[config.mk]
export PLATFORM = sky130hd
export DESIGN_NAME = stationary_context_bit_predictor_core
export DESIGN_NICKNAME = d
export VERILOG_FILES = /design/src/hdl/scbp_pkg.sv /design/src/hdl/stationary_context_bit_predictor_core.sv /design/src/hdl/scbp_ram.sv /design/src/hdl/scbp_ctx.sv /design/src/hdl/scbp_upd.sv
export SDC_FILE = /design/constraint.sdc
export NUM_CORES = 2
export LEC_CHECK = 0
export ABC_CLOCK_PERIOD_IN_PS = 18630
export BUFFER_PORTS_ARGS = -buffer_cell sky130_fd_sc_hd__buf_2
export CORE_MARGIN = 2
export CORE_UTILIZATION = 40
export CTS_CLUSTER_DIAMETER = 150
export DETAILED_ROUTE_END_ITERATION = 8
export MAX_ROUTING_LAYER = met4
export PLACE_DENSITY = 0.55
export SETUP_SLACK_MARGIN = 0.3
export SYNTH_ARGS = -nofsm -noshare
export SYNTH_HDL_FRONTEND = slang
export SYNTH_SLANG_ARGS = --single-unit
[constraint.sdc]
create_clock -name clk -period 18.63 [get_ports clk]
set_input_delay 0.9315 -clock clk [delete_from_list [all_inputs] [get_ports clk]]
set_output_delay 0.9315 -clock clk [all_outputs]
set_load 0.01 [all_outputs]
[src/hdl/scbp_pkg.sv]
// Shared constants and types for the stationary context bit predictor.
`default_nettype none
package scbp_pkg;

  localparam int unsigned TABLE_ENTRIES_DEF = 65536;
  localparam int unsigned PROB_W            = 16;
  localparam int unsigned OUT_W             = 12;
  localparam int unsigned RATE_W            = 4;
  localparam int unsigned BYTE_W            = 8;

  localparam logic [PROB_W-1:0] PROB_HALF  = 16'h8000;
  localparam logic [RATE_W-1:0] RATE_RESET = 4'd2;

  // bypass of the word written in the same cycle the next read was issued
  typedef struct packed {
    logic              hit;
    logic [PROB_W-1:0] prob;
  } fwd_t;

endpackage
`default_nettype wire

[src/hdl/stationary_context_bit_predictor_core.sv]
// Top level of the stationary context bit predictor.
`default_nettype none
// Takes one coded bit per word and returns the 12-bit probability of a one
// for the table row selected by the byte-context hash, read before that
// row is updated. Every bit of a byte shares one row, so only
// TABLE_ENTRIES/256 rows are stored. Throughput is one word per clock
// while item_stall is low. An accepted word is registered into the update
// stage while the RAM reads its row; the update logic then feeds the
// output register, loaded when the stage advances. The result is held
// while result_stall is high. Apart from the clearing pass, the input
// stalls only while a word waits in the update stage behind a stalled
// result. A same-row write in the cycle of the next read is bypassed, so
// back-to-back bits on one row see each other's updates. After reset the
// block sweeps every RAM row to the mid probability and holds item_stall
// high meanwhile; step_shift writes are taken at any time.
module stationary_context_bit_predictor_core #(
  parameter int unsigned TABLE_ENTRIES = scbp_pkg::TABLE_ENTRIES_DEF
) (
  input  wire logic                          clk,
  input  wire logic                          rst,
  input  wire logic                          item_valid,
  output logic                               item_stall,
  input  wire logic                          new_context,
  input  wire logic [scbp_pkg::BYTE_W-1:0]   context_byte,
  input  wire logic                          coded_bit,
  output logic                               result_valid,
  input  wire logic                          result_stall,
  output logic      [scbp_pkg::OUT_W-1:0]    probability_one,
  input  wire logic                          cfg_valid,
  output logic                               cfg_ready,
  input  wire logic [scbp_pkg::RATE_W-1:0]   step_shift
);

  localparam int unsigned ROWS     = TABLE_ENTRIES / 256;
  localparam int unsigned ROW_BITS = $clog2(ROWS);

  logic                          accept;
  logic                          s1_adv;
  logic                          upd_we;
  logic [ROW_BITS-1:0]           row;

  logic                          clearing;
  logic [ROW_BITS-1:0]           clr_row;
  logic [scbp_pkg::RATE_W-1:0]   rate;

  logic                          s1_valid;
  logic [ROW_BITS-1:0]           s1_row;
  logic                          s1_bit;
  scbp_pkg::fwd_t                fwd;

  logic                          ram_we;
  logic [ROW_BITS-1:0]           ram_waddr;
  logic [scbp_pkg::PROB_W-1:0]   ram_wdata;
  logic [scbp_pkg::PROB_W-1:0]   ram_rdata;
  logic [scbp_pkg::PROB_W-1:0]   prob_old;
  logic [scbp_pkg::PROB_W-1:0]   prob_new;

  assign cfg_ready  = 1'b1;
  assign s1_adv     = !result_valid || !result_stall;
  assign item_stall = clearing || (s1_valid && !s1_adv);
  assign accept     = item_valid && !item_stall;
  assign upd_we     = s1_valid && s1_adv;

  assign ram_we    = clearing || upd_we;
  assign ram_waddr = clearing ? clr_row : s1_row;
  assign ram_wdata = clearing ? scbp_pkg::PROB_HALF : prob_new;

  scbp_ctx #(
    .ROW_BITS (ROW_BITS)
  ) u_ctx (
    .clk          (clk),
    .rst          (rst),
    .take         (accept),
    .new_context  (new_context),
    .context_byte (context_byte),
    .row          (row)
  );

  scbp_ram #(
    .WIDTH (scbp_pkg::PROB_W),
    .DEPTH (ROWS)
  ) u_ram (
    .clk   (clk),
    .we    (ram_we),
    .waddr (ram_waddr),
    .wdata (ram_wdata),
    .re    (accept),
    .raddr (row),
    .rdata (ram_rdata)
  );

  scbp_upd u_upd (
    .rdata     (ram_rdata),
    .fwd       (fwd),
    .coded_bit (s1_bit),
    .rate      (rate),
    .prob_old  (prob_old),
    .prob_new  (prob_new)
  );

  always_ff @(posedge clk) begin
    if (rst) begin
      clearing     <= 1'b1;
      clr_row      <= '0;
      rate         <= scbp_pkg::RATE_RESET;
      s1_valid     <= 1'b0;
      fwd.hit      <= 1'b0;
      result_valid <= 1'b0;
    end else begin
      if (clearing) begin
        clr_row <= clr_row + ROW_BITS'(1);
        if (clr_row == ROW_BITS'(ROWS - 1)) begin
          clearing <= 1'b0;
        end
      end
      if (cfg_valid && cfg_ready) begin
        rate <= step_shift;
      end
      if (accept) begin
        s1_valid <= 1'b1;
        // RAM is read-first: a write to the same row this edge is bypassed
        fwd.hit  <= upd_we && (s1_row == row);
        fwd.prob <= prob_new;
      end else if (upd_we) begin
        s1_valid <= 1'b0;
      end
      if (s1_adv) begin
        result_valid <= s1_valid;
      end
    end
  end

  always_ff @(posedge clk) begin
    if (accept) begin
      s1_row <= row;
      s1_bit <= coded_bit;
    end
    if (upd_we) begin
      probability_one <= prob_old[scbp_pkg::PROB_W-1 -: scbp_pkg::OUT_W];
    end
  end

  a_no_take_while_clearing: assert property (@(posedge clk) disable iff (rst)
    clearing |-> item_stall)
    else $error("word accepted during RAM clearing pass");

  a_accept_fills_stage: assert property (@(posedge clk) disable iff (rst)
    accept |=> s1_valid)
    else $error("accepted word did not reach the update stage");

  a_bypass_needs_write: assert property (@(posedge clk) disable iff (rst)
    ($rose(s1_valid) && fwd.hit) |-> $past(upd_we))
    else $error("bypass flagged without a same-cycle write");

  a_result_from_stage: assert property (@(posedge clk) disable iff (rst)
    $rose(result_valid) |-> $past(s1_valid))
    else $error("result appeared without a word in the update stage");

endmodule
`default_nettype wire

[src/hdl/scbp_ram.sv]
// Generic single-port-write, single-port-read RAM with registered read.
`default_nettype none
module scbp_ram #(
  parameter int unsigned WIDTH = 16,
  parameter int unsigned DEPTH = 256
) (
  input  wire logic                     clk,
  input  wire logic                     we,
  input  wire logic [$clog2(DEPTH)-1:0] waddr,
  input  wire logic [WIDTH-1:0]         wdata,
  input  wire logic                     re,
  input  wire logic [$clog2(DEPTH)-1:0] raddr,
  output logic      [WIDTH-1:0]         rdata
);

  logic [WIDTH-1:0] mem [DEPTH];

  always_ff @(posedge clk) begin
    if (we) begin
      mem[waddr] <= wdata;
    end
    if (re) begin
      rdata <= mem[raddr];
    end
  end

endmodule
`default_nettype wire

[src/hdl/scbp_ctx.sv]
// Running context hash and row selection.
`default_nettype none
module scbp_ctx #(
  parameter int unsigned ROW_BITS = 8
) (
  input  wire logic                              clk,
  input  wire logic                              rst,
  input  wire logic                              take,
  input  wire logic                              new_context,
  input  wire logic [scbp_pkg::BYTE_W-1:0]       context_byte,
  output logic      [ROW_BITS-1:0]               row
);

  localparam int unsigned EXT_W = ROW_BITS + scbp_pkg::BYTE_W;

  // Only the low ROW_BITS of the hash ever reach the index, and the low
  // bits of hash*257+byte+1 depend only on the low bits of the hash.
  logic [ROW_BITS-1:0] hash;
  logic [EXT_W-1:0]    ext;
  logic [EXT_W-1:0]    fold;

  always_comb begin
    ext  = EXT_W'(hash);
    fold = ext + (ext << scbp_pkg::BYTE_W) + EXT_W'(context_byte) + EXT_W'(1);
    row  = new_context ? fold[ROW_BITS-1:0] : hash;
  end

  always_ff @(posedge clk) begin
    if (rst) begin
      hash <= '0;
    end else if (take && new_context) begin
      hash <= fold[ROW_BITS-1:0];
    end
  end

endmodule
`default_nettype wire

[src/hdl/scbp_upd.sv]
// Probability select (memory or bypass) and rate-scaled update.
`default_nettype none
module scbp_upd (
  input  wire logic [scbp_pkg::PROB_W-1:0] rdata,
  input  wire scbp_pkg::fwd_t              fwd,
  input  wire logic                        coded_bit,
  input  wire logic [scbp_pkg::RATE_W-1:0] rate,
  output logic      [scbp_pkg::PROB_W-1:0] prob_old,
  output logic      [scbp_pkg::PROB_W-1:0] prob_new
);

  always_comb begin
    prob_old = fwd.hit ? fwd.prob : rdata;
    if (coded_bit) begin
      prob_new = prob_old + ((~prob_old) >> rate);
    end else begin
      prob_new = prob_old - (prob_old >> rate);
    end
  end

endmodule
`default_nettype wire
==> reports/qor.txt <==
Number of hold violations in the final report -> 0
Vias in the first global route -> 82300
Number of nets in the synthesized netlist -> 8041
Standby leakage power -> 66.1 nW
Peak supply drop -> 0.0754 mV
Fraction of post-synthesis cell area in the top cell type by area -> 76.2%
Multi-input combinational cell area -> 0.0367 mm^2
Clock-pin slew of the registers on the worst-case setup and hold paths -> 60 ps
Largest family of logic cells by synthesized area -> multiplexers
Detailed router's first-iteration violation count -> 10700
RSZ-0062 raised after global routing -> false
CTS tree -> built
Number of setup buffers added after CTS -> 0
Share of flip-flops with an asynchronous set or reset after synthesis -> 0%
Dominant register cell in the synthesized netlist -> sky130_fd_sc_hd__edfxtp_1
Number of enable-type register cells in the synthesized netlist -> 4149
Slew at the pin with the worst max-slew slack -> 1570 ps
All-Layer GR Usage -> 22.0%
Final worst path period share -> 44.9%
Antenna violations before repair -> 30
Final max-slew violation count -> 45
Share of final-layout standard cells stronger than drive strength 1 -> 25.5%
Number of search-and-repair iterations in the first detailed-routing pass -> 6
Multiplexer fraction of the synthesized cell area -> 15.7%
Buffers added on ports -> 32
Max clock buf depth -> 4
Total number of vias -> 82800
Initial core utilization -> 40.2%
Cell area after technology mapping -> 0.163 mm^2
Power per cell area -> 104 mW/mm^2
Number of distinct library cells after synthesis -> 81
Slowest cell on crit path -> sky130_fd_sc_hd__buf_4
Setup violators final -> 0
Cell area after layout -> 0.185 mm^2
Hold/Removal Path Class -> input port to register
Biggest area contributors in the synthesized netlist -> sky130_fd_sc_hd__edfxtp_1 76%, sky130_fd_sc_hd__mux4_2 14%, sky130_fd_sc_hd__nand2_1 1.7%
Detailed-route DRC error count -> 0
Standard cell area after detailed placement -> 0.172 mm^2
Stage delay of the slowest cell on the critical path -> 870 ps
Worst max-slew margin expressed relative to the limit -> -4.41%
Layout Skew -> 59.7 ps
Met3 usage -> 3.65%
Placer congestion estimate -> 0.905
Largest net degree at the start of global routing -> 185
Routing usage on met1 -> 31.4%
Average routed wire per standard cell -> 31.6 um
Peak fanout along the critical path -> 96
Hold Path Depth -> 3
# clock sinks -> 4173
Overflow after GRT -> 0
Clock Latency Late Sink -> 990 ps
Number of buffer and inverter stages on the critical path -> 4
IO Pins -> 34
Worst setup SP type -> register
CTS buffer count -> 429
Setup total negative slack -> 0 ps
Violated checks -> slew limit
Grt peak-use layer -> met2
Share of the synthesized netlist area taken by xor and xnor gates -> 0.182%
Post-synthesis share of cell area spent on full adders, half adders and majority gates -> 0.231%
Deepest level of the CTS H-tree -> 5
Die W -> 643 um
Hold-fix buffers at CTS -> 0
Crit path required time -> 19220 ps
Root buffer selected by CTS -> sky130_fd_sc_hd__clkbuf_16
Share of the yosys chip area belonging to registers -> 76.5%
Register-to-Register Path Depth -> 22
Outcome -> complete, but fails checks
Sequential cell area -> 0.125 mm^2
Fmax achieved -> 120 MHz
Max Cap Viol -> 0
Cell row count -> 234
Global-route wire length before repair -> 638000 um
Simple-gate area share of the yosys netlist -> 3.75%
Critical Path Sink Type -> register
Post-Synthesis Cells -> 7993
Core area -> 0.406 mm^2
Area of the die -> 0.414 mm^2
Mapped Avg Cell Area -> 20.4 um^2
Met2 track demand over resource -> 33.4%
Vias per cell -> 5.83
Fill cell total of the finished layout -> 34200
Logic depth of the worst setup path including buffers -> 22
Layout area overhead -> 13.5%
Cell type with the highest aggregate area in the netlist -> sky130_fd_sc_hd__edfxtp_1
DRT antenna net count -> 0
Nets -> 8435
Kind of cell adding the most delay to the critical path -> buffers and inverters
Number of gates given a new drive strength after cts -> 0
Crit path kind -> register to register
Cells traversed along the worst timing path -> buf_4 -> mux2i_1 -> inv_1 -> a22o_1 -> mux2i_1 -> a21o_1 -> ha_1 -> nand2_1 -> nor4_4 -> xnor2_1 -> a21oi_1 -> ha_1 -> a2111oi_0 -> o211ai_1 -> nand2_1 -> o211ai_1 -> o211ai_1 -> o21ai_0 -> nand2_1 -> mux2_8 -> buf_4 -> buf_4
Signal arrival time at the worst endpoint -> 8950 ps
HPWL reported at the end of detailed placement -> 262000 um
Time the final worst path needs with I/O delays and setup -> 8360 ps
Floorplan die height -> 643 um
Number of register bits inferred by synthesis -> 4173
Compound-gate portion of the synthesized area -> 2.38%
Number of synthesis warnings -> 0
Total Wirelength -> 449000 um
## flip-flops by register name, indices dropped and copies added, names as in the netlist
register	flops
s1_bit	1
s1_row	8
fwd	17
s1_valid	1
probability_one	12
rate	4
u_ctx.hash	8
clr_row	8
result_valid	1
u_ram.mem	4096
clearing	1
u_ram.rdata	16
## worst paths after layout
kind	slack [ps]	from	to
max reg2reg	10270	fwd[16]$_SDFFE_PP0P_	u_ram.mem[162][15]$_DFFE_PP_
min	260	result_stall	s1_valid$_SDFFE_PP0P_
min reg2reg	490	u_ctx.hash[3]$_SDFFE_PP0P_	u_ctx.hash[3]$_SDFFE_PP0P_
max	10270	fwd[16]$_SDFFE_PP0P_	u_ram.mem[162][15]$_DFFE_PP_
## cells by family (layout without fill, tap and decap cells)
logic type | after synthesis | count (layout)
XOR/XNOR | 34 | 34
multiplexers | 1240 | 1240
AO/OA/AOI/OAI | 483 | 483
AND/OR/NAND/NOR | 1533 | 1533
buffers and inverters | 500 | 1244
other | 1 | 39
adder cells (fa/ha/maj) | 29 | 29
flip-flops | 4173 | 4173
## worst reg2reg max path, delay by kind of cell, from the launching register on
kind	cells	cell delay, ps
mux	3	1580
simple gates	4	850
compound gates	8	2080
fa+ha+maj	2	490
xor+xnor	1	130
buf+inv	4	2380
flops	1	310
## layer usage
layer / vias to the layer above / part of all wire (%)
met1: 45000 / 43
met2: 3478 / 47
met4: 0 / 2.4
li1: 33800 / -
met3: 570 / 7.7
met5: - / 0
## synth_stat cells, drive strengths merged (3+ instances only)
master,instances
o211ai,13
mux2i,148
and4,21
clkbuf,224
o21ai,26
ha,27
nand3b,5
inv,32
a32oi,128
nor2,688
nand2,724
buf,243
xnor2,27
o32ai,4
or2,4
and3,10
dfxtp,24
o31ai,9
nor3,7
a31oi,14
a22o,5
o22ai,4
a21oi,37
and3b,3
xor2,7
o21a,4
mux4,1050
mux2,42
nand3,15
and2,16
nor2b,8
a22oi,67
nand2b,6
or3,11
nor3b,5
a211oi,8
nand4,6
o221ai,129
a21o,6
edfxtp,4149
## power breakdown
part / switching, mW / internal, mW
logic: 0.571 / 0.259
clock network: 3.61 / 4.66
registers: 0.00463 / 10.2
## area by class of cell
type,count,share of cell area (%)
antenna,38,0.0513
clock inverter,275,1.21
timing repair buffer,430,1.80
inverter,33,0.0708
tap,5428,3.66
multi-input combinational,3320,19.8
sequential,4173,67.4
clock buffer,506,6.00
## layout by cell type (no fill, tap or decap), drive strengths merged, types with 5 or more instances in the layout
cell type and n:
a31oi 14, bufinv 29, dfxtp 24, o211ai 13, nand2 724, nand3 15
or3 11, nand2b 6, and4 21, and3 10, mux2i 148, a22oi 67
and2 16, xor2 7, o21ai 26, clkinvlp 12, edfxtp 4149, a211oi 8
a21o 6, nor2b 8, diode 38, o221ai 129, nand4 6, clkinv 219
a21oi 37, nor3b 5, nand3b 5, buf 430, clkbuf 506, a22o 5
mux4 1050, a32oi 128, nor3 7, mux2 42, inv 48, xnor2 27
ha 27, nor2 688, o31ai 9
## metrics by stage
| stage | utilization, % | instances | total power, mW | hold WS (ps) | worst slack, ps |
|---|---|---|---|---|---|
| after floorplan | - | 7993 | 10.9 | 448 | 8090 |
| after CTS | 45.6 | 14200 | 19.4 | 174 | 10370 |
| after detailed placement | 42.3 | 13400 | 11.2 | 480 | 10280 |
| after global placement | 42.3 | 13400 | 11.2 | 465 | 10260 |
| final | 45.6 | 14200 | 19.3 | 256 | 10270 |
| after global routing | 45.6 | 14200 | 19.8 | 235 | 9670 |
No activity file was read; power rests on OpenSTA's default activity.
